**config.mk**
```make
export PLATFORM = sky130hd
export DESIGN_NAME = material_rule_match_select
export DESIGN_NICKNAME = d
export VERILOG_FILES = /design/src/sv/mrms_pkg.sv /design/src/sv/mrms_ctrl.sv /design/src/sv/mrms_dp.sv /design/src/sv/material_rule_match_select.sv
export SDC_FILE = /design/constraint.sdc
export NUM_CORES = 2
export LEC_CHECK = 0
export BUFFER_PORTS_ARGS = -buffer_cell sky130_fd_sc_hd__buf_2
export CORE_ASPECT_RATIO = 0.8
export CORE_UTILIZATION = 45
export CTS_BUF_LIST = sky130_fd_sc_hd__clkbuf_8
export CTS_CLUSTER_SIZE = 8
export DETAILED_ROUTE_END_ITERATION = 12
export PLACE_DENSITY = 0.66
export SKIP_CTS_REPAIR_TIMING = 1
export SLEW_MARGIN = 20
export SYNTH_ARGS = -nofsm -noshare
export SYNTH_HDL_FRONTEND = slang
export SYNTH_SLANG_ARGS = --single-unit
```
**constraint.sdc**
```tcl
create_clock -name clock -period 27.5 [get_ports clock]
set_input_delay 1.375 -clock clock [delete_from_list [all_inputs] [get_ports clock]]
set_output_delay 1.375 -clock clock [all_outputs]
set_load 0.05 [all_outputs]
```
**src/sv/mrms_pkg.sv**
```systemverilog
// ---------------------------------------------------------------------------
// mrms_pkg
// Shared types, constants and tables for the material rule match/select block.
// ---------------------------------------------------------------------------
package mrms_pkg;

   // Capacity of the rule table
   localparam int MAX_RULES = 16;
   localparam int IDX_W     = (MAX_RULES > 1) ? $clog2(MAX_RULES) : 1;
   localparam int CNT_W     = $clog2(MAX_RULES + 1);

   // Field widths
   localparam int HASH_W  = 64;
   localparam int MASK_W  = 8;
   localparam int DIM_W   = 16;
   localparam int TAG_W   = 16;
   localparam int PROF_W  = 2;
   localparam int VAL_W   = 17;
   localparam int FLAG_W  = 2;
   localparam int SLOT_W  = 8;
   localparam int SSEL_W  = 3;
   localparam int Q15_W   = 16;

   // Packed store words
   localparam int MATCH_W = MASK_W + 2 * DIM_W;                          // 40
   localparam int VALUE_W = TAG_W + PROF_W + 2 * VAL_W + FLAG_W;         // 54

   // Q1.15 limits
   localparam logic signed [VAL_W-1:0] Q15_ONE       = 17'sd32768;
   localparam logic signed [VAL_W-1:0] Q15_ZERO      = 17'sd0;
   localparam logic signed [VAL_W-1:0] ROUGH_MIN     = 17'sd655;

   typedef enum logic [1:0] {
      ACT_CLEAR   = 2'd0,
      ACT_APPEND  = 2'd1,
      ACT_TEXTURE = 2'd2,
      ACT_NONE    = 2'd3
   } mrms_action_type;

   // Profile tables: water, metal, polished, custom
   localparam logic [Q15_W-1:0] DEFAULT_REFL [4]  = '{16'd25559, 16'd28836, 16'd19005, 16'd21299};
   localparam logic [Q15_W-1:0] DEFAULT_ROUGH [4] = '{16'd3277, 16'd7209, 16'd10486, 16'd11469};
   localparam logic [Q15_W-1:0] CLASS_VALUE [4]   = '{16'd20480, 16'd24576, 16'd28672, 16'd32768};

   // Controller to datapath
   typedef struct packed {
      logic capture;   // take the request fields (clear, append or texture)
      logic scan;      // walk the rule table, compare and select
      logic rd_best;   // read the selected rule entry
      logic emit;      // register the result and clear the selection
   } mrms_cmd_type;

   // Datapath to controller
   typedef struct packed {
      logic scan_done; // hit found or table exhausted
      logic tex_last;  // captured texture closes its list
   } mrms_status_type;

endpackage

```
**src/sv/mrms_ctrl.sv**
```systemverilog
// ---------------------------------------------------------------------------
// mrms_ctrl
// Sequencer: accepts items, runs the rule scan, and steps out a result.
// ---------------------------------------------------------------------------
module mrms_ctrl
   import mrms_pkg::*;
(
   input  logic            clock,
   input  logic            reset,
   input  logic            start,
   input  logic [1:0]      req_action,
   input  mrms_status_type status,
   output mrms_cmd_type    cmd,
   output logic            busy
);

   typedef enum logic [1:0] {
      ST_IDLE,
      ST_SCAN,
      ST_READ_BEST,
      ST_EMIT
   } state_type;

   state_type state_ff, state_in;
   logic      busy_ff, busy_in;

   always_comb begin
      state_in    = state_ff;
      cmd         = '0;
      case (state_ff)
         ST_IDLE: begin
            cmd.capture = start;
            if (start && (req_action == ACT_TEXTURE)) begin
               state_in = ST_SCAN;
            end
         end
         ST_SCAN: begin
            cmd.scan = 1'b1;
            if (status.scan_done) begin
               state_in = status.tex_last ? ST_READ_BEST : ST_IDLE;
            end
         end
         ST_READ_BEST: begin
            cmd.rd_best = 1'b1;
            state_in    = ST_EMIT;
         end
         ST_EMIT: begin
            cmd.emit = 1'b1;
            state_in = ST_IDLE;
         end
         default: begin
            state_in = ST_IDLE;
         end
      endcase
      busy_in = (state_in != ST_IDLE);
   end

   always_ff @(posedge clock) begin
      if (reset) begin
         state_ff <= ST_IDLE;
         busy_ff  <= 1'b0;
      end else begin
         state_ff <= state_in;
         busy_ff  <= busy_in;
      end
   end

   assign busy = busy_ff;

`ifndef SYNTHESIS
   a_busy_tracks_state: assert property (@(posedge clock) disable iff (reset)
      busy_ff == (state_ff != ST_IDLE))
      else $error("busy out of step with state");

   a_read_then_emit: assert property (@(posedge clock) disable iff (reset)
      (state_ff == ST_READ_BEST) |=> (state_ff == ST_EMIT))
      else $error("result read not followed by emit");

   a_emit_one_cycle: assert property (@(posedge clock) disable iff (reset)
      (state_ff == ST_EMIT) |=> (state_ff == ST_IDLE))
      else $error("emit did not return to idle");
`endif

endmodule

```
**src/sv/mrms_dp.sv**
```systemverilog
// ---------------------------------------------------------------------------
// mrms_dp
// Rule stores, scan pipeline, selection registers and result formatting.
// ---------------------------------------------------------------------------
module mrms_dp
   import mrms_pkg::*;
(
   input  logic                      clock,
   input  logic                      reset,
   input  mrms_cmd_type              cmd,
   output mrms_status_type           status,
   input  logic [1:0]                req_action,
   input  logic [HASH_W-1:0]         req_content_hash,
   input  logic [MASK_W-1:0]         req_slot_mask,
   input  logic [DIM_W-1:0]          req_tex_width,
   input  logic [DIM_W-1:0]          req_tex_height,
   input  logic [TAG_W-1:0]          req_rule_tag,
   input  logic [PROF_W-1:0]         req_profile,
   input  logic signed [VAL_W-1:0]   req_reflectivity_in,
   input  logic signed [VAL_W-1:0]   req_roughness_in,
   input  logic [FLAG_W-1:0]         req_finite_flags,
   input  logic [SLOT_W-1:0]         req_slot,
   input  logic                      req_last,
   output logic                      rsp_valid,
   output logic                      rsp_found,
   output logic [TAG_W-1:0]          rsp_rule_id_out,
   output logic [HASH_W-1:0]         rsp_texture_hash_out,
   output logic [SSEL_W-1:0]         rsp_slot_out,
   output logic [PROF_W-1:0]         rsp_profile_out,
   output logic [Q15_W-1:0]          rsp_reflectivity_out,
   output logic [Q15_W-1:0]          rsp_roughness_out,
   output logic [Q15_W-1:0]          rsp_material_class
);

   // rule stores
   logic [HASH_W-1:0]  hash_mem  [MAX_RULES];
   logic [MATCH_W-1:0] match_mem [MAX_RULES];
   logic [VALUE_W-1:0] value_mem [MAX_RULES];

   logic [HASH_W-1:0]  hash_rd_ff;
   logic [MATCH_W-1:0] match_rd_ff;
   logic [VALUE_W-1:0] value_rd_ff;
   logic [IDX_W-1:0]   rd_addr;

   logic [CNT_W-1:0]   rule_count_ff;
   logic               table_full;
   logic               do_clear, do_append, do_texture;

   // captured texture
   logic [HASH_W-1:0]  tex_hash_ff;
   logic [DIM_W-1:0]   tex_w_ff, tex_h_ff;
   logic [SLOT_W-1:0]  tex_slot_ff;
   logic               tex_last_ff;

   // scan pipeline
   logic [CNT_W-1:0]   scan_idx_ff;
   logic [IDX_W-1:0]   cmp_idx_ff;
   logic               cmp_valid_ff;
   logic               issue;
   logic               hit;

   // selection
   logic               best_valid_ff;
   logic [SSEL_W-1:0]  best_slot_ff;
   logic [IDX_W-1:0]   best_idx_ff;
   logic [HASH_W-1:0]  best_hash_ff;
   logic               take;

   // result formatting
   logic [PROF_W-1:0]        v_prof;
   logic [FLAG_W-1:0]        v_flags;
   logic signed [VAL_W-1:0]  v_refl, v_rough;
   logic [Q15_W-1:0]         refl_fmt, rough_fmt;
   logic [MASK_W-1:0]        r_mask;
   logic [DIM_W-1:0]         r_w, r_h;

   logic                     rsp_valid_ff, rsp_found_ff;
   logic [TAG_W-1:0]         rsp_tag_ff;
   logic [HASH_W-1:0]        rsp_hash_ff;
   logic [SSEL_W-1:0]        rsp_slot_ff;
   logic [PROF_W-1:0]        rsp_prof_ff;
   logic [Q15_W-1:0]         rsp_refl_ff, rsp_rough_ff, rsp_class_ff;

   assign do_clear   = cmd.capture && (req_action == ACT_CLEAR);
   assign do_append  = cmd.capture && (req_action == ACT_APPEND);
   assign do_texture = cmd.capture && (req_action == ACT_TEXTURE);
   assign table_full = (rule_count_ff >= CNT_W'(MAX_RULES));

   // stores: one write port, one registered read port
   assign rd_addr = cmd.rd_best ? best_idx_ff : scan_idx_ff[IDX_W-1:0];

   always_ff @(posedge clock) begin
      if (do_append && !table_full) begin
         hash_mem[rule_count_ff[IDX_W-1:0]]  <= req_content_hash;
         match_mem[rule_count_ff[IDX_W-1:0]] <= {req_tex_height, req_tex_width, req_slot_mask};
         value_mem[rule_count_ff[IDX_W-1:0]] <= {req_finite_flags, req_roughness_in,
                                                 req_reflectivity_in, req_profile, req_rule_tag};
      end
      hash_rd_ff  <= hash_mem[rd_addr];
      match_rd_ff <= match_mem[rd_addr];
      value_rd_ff <= value_mem[rd_addr];
   end

   // compare stage
   assign r_mask = match_rd_ff[MASK_W-1:0];
   assign r_w    = match_rd_ff[MASK_W +: DIM_W];
   assign r_h    = match_rd_ff[MASK_W+DIM_W +: DIM_W];

   assign issue = cmd.scan && (scan_idx_ff < rule_count_ff);
   assign hit   = cmd.scan && cmp_valid_ff
                  && (hash_rd_ff != '0) && (hash_rd_ff == tex_hash_ff)
                  && (tex_slot_ff < SLOT_W'(8)) && r_mask[tex_slot_ff[SSEL_W-1:0]]
                  && ((r_w == '0) || (r_w == tex_w_ff))
                  && ((r_h == '0) || (r_h == tex_h_ff));
   assign take  = hit && (!best_valid_ff || (tex_slot_ff[SSEL_W-1:0] < best_slot_ff));

   assign status.scan_done = hit || (!issue && !cmp_valid_ff);
   assign status.tex_last  = tex_last_ff;

   always_ff @(posedge clock) begin
      if (do_texture) begin
         tex_hash_ff <= req_content_hash;
         tex_w_ff    <= req_tex_width;
         tex_h_ff    <= req_tex_height;
         tex_slot_ff <= req_slot;
         tex_last_ff <= req_last;
      end
      if (issue) begin
         cmp_idx_ff <= scan_idx_ff[IDX_W-1:0];
      end
   end

   always_ff @(posedge clock) begin
      if (reset) begin
         rule_count_ff <= '0;
         scan_idx_ff   <= '0;
         cmp_valid_ff  <= 1'b0;
         best_valid_ff <= 1'b0;
         best_slot_ff  <= '0;
         best_idx_ff   <= '0;
         best_hash_ff  <= '0;
      end else begin
         if (do_clear) begin
            rule_count_ff <= '0;
         end else if (do_append && !table_full) begin
            rule_count_ff <= rule_count_ff + CNT_W'(1);
         end

         if (do_texture) begin
            scan_idx_ff  <= '0;
            cmp_valid_ff <= 1'b0;
         end else if (cmd.scan) begin
            cmp_valid_ff <= issue;
            if (issue) begin
               scan_idx_ff <= scan_idx_ff + CNT_W'(1);
            end
         end else begin
            cmp_valid_ff <= 1'b0;
         end

         if (cmd.emit) begin
            best_valid_ff <= 1'b0;
            best_slot_ff  <= '0;
            best_idx_ff   <= '0;
            best_hash_ff  <= '0;
         end else if (take) begin
            best_valid_ff <= 1'b1;
            best_slot_ff  <= tex_slot_ff[SSEL_W-1:0];
            best_idx_ff   <= cmp_idx_ff;
            best_hash_ff  <= tex_hash_ff;
         end
      end
   end

   // result fields from the selected entry
   assign v_prof  = value_rd_ff[TAG_W +: PROF_W];
   assign v_refl  = value_rd_ff[TAG_W+PROF_W +: VAL_W];
   assign v_rough = value_rd_ff[TAG_W+PROF_W+VAL_W +: VAL_W];
   assign v_flags = value_rd_ff[TAG_W+PROF_W+2*VAL_W +: FLAG_W];

   always_comb begin
      if (!v_flags[0]) begin
         refl_fmt = DEFAULT_REFL[v_prof];
      end else if (v_refl < Q15_ZERO) begin
         refl_fmt = '0;
      end else if (v_refl > Q15_ONE) begin
         refl_fmt = Q15_ONE[Q15_W-1:0];
      end else begin
         refl_fmt = v_refl[Q15_W-1:0];
      end
      if (!v_flags[1]) begin
         rough_fmt = DEFAULT_ROUGH[v_prof];
      end else if (v_rough < ROUGH_MIN) begin
         rough_fmt = ROUGH_MIN[Q15_W-1:0];
      end else if (v_rough > Q15_ONE) begin
         rough_fmt = Q15_ONE[Q15_W-1:0];
      end else begin
         rough_fmt = v_rough[Q15_W-1:0];
      end
   end

   always_ff @(posedge clock) begin
      if (reset) begin
         rsp_valid_ff <= 1'b0;
      end else begin
         rsp_valid_ff <= cmd.emit;
      end
      if (cmd.emit) begin
         rsp_found_ff <= best_valid_ff;
         if (best_valid_ff) begin
            rsp_tag_ff   <= value_rd_ff[TAG_W-1:0];
            rsp_hash_ff  <= best_hash_ff;
            rsp_slot_ff  <= best_slot_ff;
            rsp_prof_ff  <= v_prof;
            rsp_refl_ff  <= refl_fmt;
            rsp_rough_ff <= rough_fmt;
            rsp_class_ff <= CLASS_VALUE[v_prof];
         end else begin
            rsp_tag_ff   <= '0;
            rsp_hash_ff  <= '0;
            rsp_slot_ff  <= '0;
            rsp_prof_ff  <= '0;
            rsp_refl_ff  <= '0;
            rsp_rough_ff <= '0;
            rsp_class_ff <= '0;
         end
      end
   end

   assign rsp_valid            = rsp_valid_ff;
   assign rsp_found            = rsp_found_ff;
   assign rsp_rule_id_out      = rsp_tag_ff;
   assign rsp_texture_hash_out = rsp_hash_ff;
   assign rsp_slot_out         = rsp_slot_ff;
   assign rsp_profile_out      = rsp_prof_ff;
   assign rsp_reflectivity_out = rsp_refl_ff;
   assign rsp_roughness_out    = rsp_rough_ff;
   assign rsp_material_class   = rsp_class_ff;

`ifndef SYNTHESIS
   a_count_in_range: assert property (@(posedge clock) disable iff (reset)
      rule_count_ff <= CNT_W'(MAX_RULES))
      else $error("rule count beyond capacity");

   a_strobe_single: assert property (@(posedge clock) disable iff (reset)
      rsp_valid_ff |=> !rsp_valid_ff)
      else $error("result strobe longer than one cycle");

   a_found_rough_floor: assert property (@(posedge clock) disable iff (reset)
      (rsp_valid_ff && rsp_found_ff) |-> (rsp_rough_ff >= ROUGH_MIN[Q15_W-1:0]))
      else $error("roughness below floor on a found result");

   a_selection_cleared: assert property (@(posedge clock) disable iff (reset)
      rsp_valid_ff |-> !best_valid_ff)
      else $error("selection not cleared after result");
`endif

endmodule

```
**src/sv/material_rule_match_select.sv**
```systemverilog
// ---------------------------------------------------------------------------
// material_rule_match_select
// Material rule table with first-match lookup and lowest-slot texture pick.
// ---------------------------------------------------------------------------
//
//  channel  | handshake          | direction | carries
//  ---------+--------------------+-----------+-------------------------------
//  request  | start / busy       | in        | clear, append rule, texture
//  response | rsp_valid (strobe) | out       | selected rule and material
//
// Clear and append items are taken while busy stays low.
// A texture walks the rule table through a one-read-per-cycle store port
// with a registered read and stops at the first hit or at the table end.
// A last texture then reads the selected entry and formats the result;
// the result strobe follows in the next cycle.
// Reset: synchronous, clears counts, selection and the sequencer; the rule
// stores hold whatever they held. The receiver cannot stall: each result
// is shown for exactly one cycle.
// ---------------------------------------------------------------------------
module material_rule_match_select
   import mrms_pkg::*;
(
   input  logic                      clock,
   input  logic                      reset,
   input  logic                      start,
   output logic                      busy,
   input  logic [1:0]                req_action,
   input  logic [HASH_W-1:0]         req_content_hash,
   input  logic [MASK_W-1:0]         req_slot_mask,
   input  logic [DIM_W-1:0]          req_tex_width,
   input  logic [DIM_W-1:0]          req_tex_height,
   input  logic [TAG_W-1:0]          req_rule_tag,
   input  logic [PROF_W-1:0]         req_profile,
   input  logic signed [VAL_W-1:0]   req_reflectivity_in,
   input  logic signed [VAL_W-1:0]   req_roughness_in,
   input  logic [FLAG_W-1:0]         req_finite_flags,
   input  logic [SLOT_W-1:0]         req_slot,
   input  logic                      req_last,
   output logic                      rsp_valid,
   output logic                      rsp_found,
   output logic [TAG_W-1:0]          rsp_rule_id_out,
   output logic [HASH_W-1:0]         rsp_texture_hash_out,
   output logic [SSEL_W-1:0]         rsp_slot_out,
   output logic [PROF_W-1:0]         rsp_profile_out,
   output logic [Q15_W-1:0]          rsp_reflectivity_out,
   output logic [Q15_W-1:0]          rsp_roughness_out,
   output logic [Q15_W-1:0]          rsp_material_class
);

   mrms_cmd_type    cmd;
   mrms_status_type status;

   // sequencer: idle -> scan -> (read selected -> emit) -> idle
   mrms_ctrl u_ctrl (
      .clock      (clock),
      .reset      (reset),
      .start      (start),
      .req_action (req_action),
      .status     (status),
      .cmd        (cmd),
      .busy       (busy)
   );

   // stores, compare stage, selection and output registers
   mrms_dp u_dp (
      .clock                (clock),
      .reset                (reset),
      .cmd                  (cmd),
      .status               (status),
      .req_action           (req_action),
      .req_content_hash     (req_content_hash),
      .req_slot_mask        (req_slot_mask),
      .req_tex_width        (req_tex_width),
      .req_tex_height       (req_tex_height),
      .req_rule_tag         (req_rule_tag),
      .req_profile          (req_profile),
      .req_reflectivity_in  (req_reflectivity_in),
      .req_roughness_in     (req_roughness_in),
      .req_finite_flags     (req_finite_flags),
      .req_slot             (req_slot),
      .req_last             (req_last),
      .rsp_valid            (rsp_valid),
      .rsp_found            (rsp_found),
      .rsp_rule_id_out      (rsp_rule_id_out),
      .rsp_texture_hash_out (rsp_texture_hash_out),
      .rsp_slot_out         (rsp_slot_out),
      .rsp_profile_out      (rsp_profile_out),
      .rsp_reflectivity_out (rsp_reflectivity_out),
      .rsp_roughness_out    (rsp_roughness_out),
      .rsp_material_class   (rsp_material_class)
   );

endmodule
```
-- Word level (Yosys, flattened, before mapping)
Memory sizes are Yosys's and may differ from the RTL's. A register that Yosys moved wholly into a read port is not among the register bits.
Index checks and enable logic that the tools add are counted.
Widths: inputs -> output; s select.
- bits in registers: 330
- bits in writable memories: 2528
- input port bits: 172
- output and inout port bits: 136
- word-level logic and storage cells: 111
- memories kept: 3
- add/sub/neg operators: 2
- magnitude comparators: 10
- equal/unequal tests: 8
- multiplexer cells: 28
- bitwise logic cells: 2
- reduce and logical (&&, ||, !) cells: 34
- memory list (memory ; depth ; bits a word ; rd ports ; clocked after memory_dff ; write ports ; line ; source):
    u_dp.hash_mem ; 16 ; 64 ; 1 ; 1 ; 1 ; mrms_dp.sv:36 ; logic [HASH_W-1:0] hash_mem [MAX_RULES];
    u_dp.value_mem ; 16 ; 54 ; 1 ; 1 ; 1 ; mrms_dp.sv:38 ; logic [VALUE_W-1:0] value_mem [MAX_RULES];
    u_dp.match_mem ; 16 ; 40 ; 1 ; 1 ; 1 ; mrms_dp.sv:37 ; logic [MATCH_W-1:0] match_mem [MAX_RULES];
- operator list (kind ; number):
    $mux 16 ; 12
    $bmux 16 s2 ; 3
    $eq 64x64->1 ; 1
    $reduce_bool 64->1 ; 1
    $gt 17x17->1 const B ; 2
    $eq 16x16->1 ; 2
    $logic_not 16->1 ; 2
    $lt 17x1->1 const B ; 1
    $lt 17x11->1 const B ; 1
    $logic_and 1x1->1 ; 15
    $add 5x1->5 const B ; 2
    $lt 8x4->1 const B ; 1
    $pmux 2 s4 ; 1
    $mux 1 ; 7
    $eq 2x2->1 const B ; 3
    $mux 2 ; 3
    $reduce_or 2->1 ; 3
    $ge 5x5->1 const B ; 1
    $lt 5x5->1 ; 1
    $eq 2x1->1 const B ; 2
    $logic_not 1->1 ; 4
    $logic_not 2->1 ; 2
    $logic_or 1x1->1 ; 4
    $lt 3x4->1 const B ; 1
    other kinds (9) ; 9

-- Logic depth before layout (Yosys ltp)
- word-level depth: 13
- mapped depth: 11

-- Hierarchy
From an unflattened synthesis, not the netlist that was laid out.
- cells, all modules: 5404
- area total of the unflattened synthesis: 112681.8 um^2
- by module, submodules not included (module ; instances ; cells each ; area an instance (um^2) ; sequential area each (um^2)):
    mrms_dp ; 1 ; 5387 ; 112515.4 ; 87694.1
    mrms_ctrl ; 1 ; 17 ; 166.4 ; 60.1

-- Worst setup path after synthesis
Ideal clock, no wire load.
- path type: input -> register
- start: in start
- end: mem u_dp.hash_mem[3][0] (enable)
- arrival time: 12.911 ns
- path slack: 13.720 ns
- stages: 4
- buffers on the path: 0
- cell sequence: nand2_1 nor4b_2 nand2_1 nor3_1
- word-level cells in the longest chain between the ends: 5
- ends and longest elaborated chain (item ; line ; source):
    start: declaration ; material_rule_match_select.sv:25 ; input logic start,
    $mux 1 ; mrms_ctrl.sv:30 ; case (state_ff)
    $logic_and 1x1->1 ; mrms_dp.sv:85 ; assign do_append = cmd.capture && (req_action == ACT_APPEND);
    $logic_and 1x1->1 ; mrms_dp.sv:93 ; if (do_append && !table_full) begin
    $mux 1 ; mrms_dp.sv:93 ;
    $mux 1 (not written as such) ; mrms_dp.sv:94 ; hash_mem[rule_count_ff[IDX_W-1:0]] <= req_content_hash;
    end: declaration ; mrms_dp.sv:36 ;
Every way passes these cells.

-- Worst setup path after layout
- start: reg u_ctrl.state_ff[1]
- end: reg u_dp.value_rd_ff[3], read port of u_dp.value_mem
- word-level cells in the longest chain between the ends: 3
- ends and longest elaborated chain (item ; line ; source):
    start: declaration ; mrms_ctrl.sv:24 ; state_type state_ff, state_in;
    start signal: assignment ; mrms_ctrl.sv:63 ; state_ff <= state_in;
    $eq 2x2->1 ; mrms_ctrl.sv:30 ;
    $mux 1 ; mrms_ctrl.sv:30 ;
    $mux 4 ; mrms_dp.sv:90 ; assign rd_addr = cmd.rd_best ? best_idx_ff : scan_idx_ff[IDX_W-1:0];
    end: declaration ; mrms_dp.sv:42 ; logic [VALUE_W-1:0] value_rd_ff;
Every way passes these cells.
A chain may end at the register's enable or synchronous reset.

==> flow_results.org <==
** Setup path
- For this design, the slowest cell found on the critical path is sky130_fd_sc_hd__buf_4.
- Critical Path Stages :: 11
- Traced cell by cell, the critical path runs through nor2b_1 > buf_4 > mux2i_4 > buf_4 > buf_4 > buf_4 > buf_4 > mux4_2 > and2_1 > a211oi_1 > a31oi_1.
- Crit path arrival time :: 6790 ps
- The worst setup path is launched from a register.
- Among cell families on the critical path, the largest total delay comes from buffers and inverters.
- Biggest cell delay along the critical path :: 800 ps
- Critical setup path kind :: reg2reg
- Critical Path Sink Type :: register
- Data required time of the worst path :: 28290 ps
- Number of cells traversed by the worst register-to-register path :: 11
- Together, buffers and inverters on the worst path number 5.
- Setup slack on the worst reg-to-reg path comes out at 21500 ps.
- The most numerous cell type found on the critical path is sky130_fd_sc_hd__buf_4.
- CP max FO :: 42

** Clock tree
- CTS placed an instance of sky130_fd_sc_hd__clkbuf_8 at the clock tree root.
- After clock tree synthesis, the clock-pin slew on the worst setup and hold paths is 60 ps.
- No sink is reached through more buffers than the 4 on the longest clock path.
- Clock sink total :: 3004
- TritonCTS built the clock tree.
- Counting the buffers created by CTS gives 456.
- Clock insertion delay at the later pin of the skew report :: 1020 ps
- The H-tree generated during clock tree synthesis spans 5 levels.

** Timing
- On the final layout, the worst hold slack is 487.3 ps.
- Post-route fraction of the period consumed by the critical path :: 0.2183
- Unrepaired setup endpoints after global routing :: no
- For the pin with the worst max-slew slack, the measured transition is 1153 ps.
- Count of final hold-check violations :: 0
- The worst pin sits at a relative slew slack of 0.2296.
- The smallest clock period supported by the final layout is computed as 6003 ps.
- Final setup skew :: 100.3 ps
- The final count of pins violating max slew is 0.
- Achievable Freq :: 166.6 MHz
- Total Neg Setup Slack :: 0 ps
- Total of endpoints with negative setup slack in the final report :: 0

** Hold path
- Hold WC Path Type :: reg2reg
- Worst Hold Depth :: 2

** Floorplanning
- Placement Rows :: 163
- The floorplan step defined a die boundary enclosing 251500 um2.
- In this run the vertical extent of the chip is 448.8 um.
- Die width :: 560.5 um
- Initial cell density of the core :: 0.4538
- Placeable core region :: 247400 um2
- Top Ports :: 308

** Yosys
- EDFF count, synth :: 2759
- Seq/Total Area, Yosys :: 0.7816
- The synthesized design contains 3004 register bits.
- Count of warnings emitted by yosys :: 0
- After technology mapping, the gate count stands at 5520.
- Netlist Area Pre-Place :: 112300 um2
- The synthesized netlist contains 52 unique library cells.
- Proportion of register bits with asynchronous set or reset after synthesis :: 0
- Dividing the synthesized area by the synthesized cell count gives 20.34 um2.
- In the synthesized netlist the dominant register cell turns out to be sky130_fd_sc_hd__edfxtp_1.

** GRT
- Wire length of the first global-routing pass :: 393800 um
- Total gr overflow :: 0
- Global routing usage summed across all routing layers :: 0.2136
- Entering global routing, the biggest net connects 143 pins.
- The via count of the first global-routing pass is 57170.
- Initial antenna violation count :: 76

** Routing
- Detailed routing inserted a total of 56010 vias.
- Number of nets with antenna violations after routing :: 0
- First drt pass iteration count :: 7
- DR WL/cell :: 27.85 um
- Wires add up to 272000 um.
- The first routing iteration left 5509 violations.
- Using the TritonRoute via totals, the vias-per-cell ratio works out to 5.735.
- Drc violations :: 0

** Finish
- FILL cells :: 19560
- Commonest cells after routing, fill and taps aside :: 2759 x sky130_fd_sc_hd__edfxtp_1, 600 x sky130_fd_sc_hd__mux4_2, 500 x sky130_fd_sc_hd__clkbuf_8
- Area added between synthesis and finish :: 12.21%
- Of the cells placed in the final design, the portion with a size suffix greater than 1 is 0.2400.
- Most common cell after layout, fill and taps aside :: sky130_fd_sc_hd__edfxtp_1
- The final layout contains 6262 nets.

** Flow run
- Across the run, the number of max-cap violations was 0.

** Pwr
- After layout, the design draws a total of 8.553 mW.
- For this design the static power due to leakage is 42.80 nW.
- Dividing total power by cell area gives a power density of 67.90 nW/um2.
- Worst supply voltage drop on vdd :: 0.03860 mV

** Placed design
- Placed wire-length estimate :: 140800 um
- Routability congestion estimate from global placement :: 0.8108
- IO buf count :: 295

** Status
- Run status :: complete, no violations
==> cell families after synthesis <==
kind of cell | synth area share
simple gates | 0.04196
xor+xnor | 0.007957
mux | 0.1275
flops | 0.7816
buf+inv | 0.01440
compound gates | 0.02444
other cells | 0.00003340
fa+ha+maj | 0.002117
==> synth_stat cells, types with 3 or more instances <==
master / number / share of area
sky130_fd_sc_hd__mux4_2: 600 / 0.12
sky130_fd_sc_hd__a211oi_1: 155 / 0.010
sky130_fd_sc_hd__and3_1: 20 / 0.0011
sky130_fd_sc_hd__nand2_1: 453 / 0.015
sky130_fd_sc_hd__xor2_1: 98 / 0.0076
sky130_fd_sc_hd__a31oi_1: 158 / 0.0088
sky130_fd_sc_hd__a311oi_1: 23 / 0.0018
sky130_fd_sc_hd__nor4_1: 70 / 0.0039
sky130_fd_sc_hd__mux2i_1: 75 / 0.0067
sky130_fd_sc_hd__buf_1: 8 / 0.00027
sky130_fd_sc_hd__a21o_1: 3 / 0.00020
sky130_fd_sc_hd__buf_2: 50 / 0.0022
sky130_fd_sc_hd__and2_1: 240 / 0.013
sky130_fd_sc_hd__buf_4: 66 / 0.0044
sky130_fd_sc_hd__nand3_1: 40 / 0.0018
sky130_fd_sc_hd__a21oi_1: 38 / 0.0017
sky130_fd_sc_hd__nor2_1: 124 / 0.0041
sky130_fd_sc_hd__o21ai_0: 6 / 0.00027
sky130_fd_sc_hd__clkbuf_1: 169 / 0.0057
sky130_fd_sc_hd__xnor2_1: 4 / 0.00031
sky130_fd_sc_hd__edfxtp_1: 2759 / 0.74
sky130_fd_sc_hd__o31ai_1: 3 / 0.00020
sky130_fd_sc_hd__a22o_1: 6 / 0.00047
sky130_fd_sc_hd__nand4_1: 15 / 0.00084
sky130_fd_sc_hd__ha_1: 19 / 0.0021
sky130_fd_sc_hd__dfxtp_1: 245 / 0.044
sky130_fd_sc_hd__inv_1: 18 / 0.00060
sky130_fd_sc_hd__nor3_1: 8 / 0.00036
sky130_fd_sc_hd__nand2b_1: 7 / 0.00039
sky130_fd_sc_hd__buf_6: 12 / 0.0012
==> cell type report <==
| type | count | area (um2) | share of cell area |
|---|---|---|---|
| clock buffers | 500 | 6882 | 0.05462 |
| well taps | 3300 | 4129 | 0.03277 |
| flip-flops and latches | 3004 | 87760 | 0.6966 |
| multi-input cells | 2203 | 23150 | 0.1838 |
| diodes | 18 | 45.04 | 0.0003575 |
| inverters | 19 | 71.32 | 0.0005661 |
| repair buffers | 387 | 2405 | 0.01909 |
| clock inverters | 336 | 1538 | 0.01221 |
==> where the power goes <==
part           switching [mW]  leakage [nW]  internal (mW)  total, mW
logic                   0.101          10.5         0.0362      0.137
registers              0.0184          26.9           5.00       5.02
clock network            1.68          5.35           1.71       3.39
total                    1.80          42.8           6.75       8.55
==> tightest hold or removal path: cells and delay by family, from the launching register on <==
family,cells,cell delay [ps]
flops,1,320
simple gates,1,70
mux,1,60
==> metrics by stage <==
stage / area (um2) / utilization / cells / setup slack [ps]
floorplan: 112300 / - / 5531 / 13720
global placement: 117500 / 0.4750 / 8913 / 21320
detailed placement: 117500 / 0.4750 / 8913 / 21270
CTS: 125900 / 0.5090 / 9749 / 21320
global route: 125900 / 0.5091 / 9754 / 20940
finish: 126000 / 0.5092 / 9767 / 21500
==> final timing paths <==
path / start / end
worst min-delay path: u_dp.cmp_idx_ff[1]$_DFFE_PP_ / u_dp.best_idx_ff[1]$_SDFFE_PP0P_
worst min register to register: u_dp.cmp_idx_ff[1]$_DFFE_PP_ / u_dp.best_idx_ff[1]$_SDFFE_PP0P_
worst max-delay path: u_ctrl.state_ff[1]$_SDFF_PP0_ / u_dp.value_rd_ff[3]$_DFF_P_
worst max register to register: u_ctrl.state_ff[1]$_SDFF_PP0_ / u_dp.value_rd_ff[3]$_DFF_P_
==> metal layers <==
metal / vias up / global-route usage / wire length, um / share of wire
met4: 44 / 0.05529 / 6239 / 0.023
met3: 511 / 0.04388 / 21150 / 0.078
li1: 23510 / - / - / -
met5: - / 0 / 281 / 0.0010
met1: 29770 / 0.2952 / 111900 / 0.41
met2: 2177 / 0.3476 / 132400 / 0.49
==> sequential cells by signal, summed over array words and instances, names as in the netlist, 3 cells and up <==
name and cells:
u_dp.hash_mem 1024, u_dp.rsp_slot_out 3, u_dp.rsp_texture_hash_out 64, u_dp.tex_h_ff 16, u_dp.scan_idx_ff 5, u_dp.match_mem 640, u_dp.rsp_rule_id_out 16, u_dp.value_rd_ff 54
u_dp.tex_w_ff 16, u_dp.rsp_reflectivity_out 16, u_dp.rsp_material_class 4, u_dp.cmp_idx_ff 4, u_dp.hash_rd_ff 64, u_dp.tex_hash_ff 64, u_dp.best_hash_ff 64, u_dp.tex_slot_ff 8
u_dp.match_rd_ff 40, u_dp.value_mem 864, u_dp.rsp_roughness_out 16, u_dp.best_idx_ff 4, u_dp.best_slot_ff 3, u_dp.rule_count_ff 5
Power figures use the tool's default switching activity.
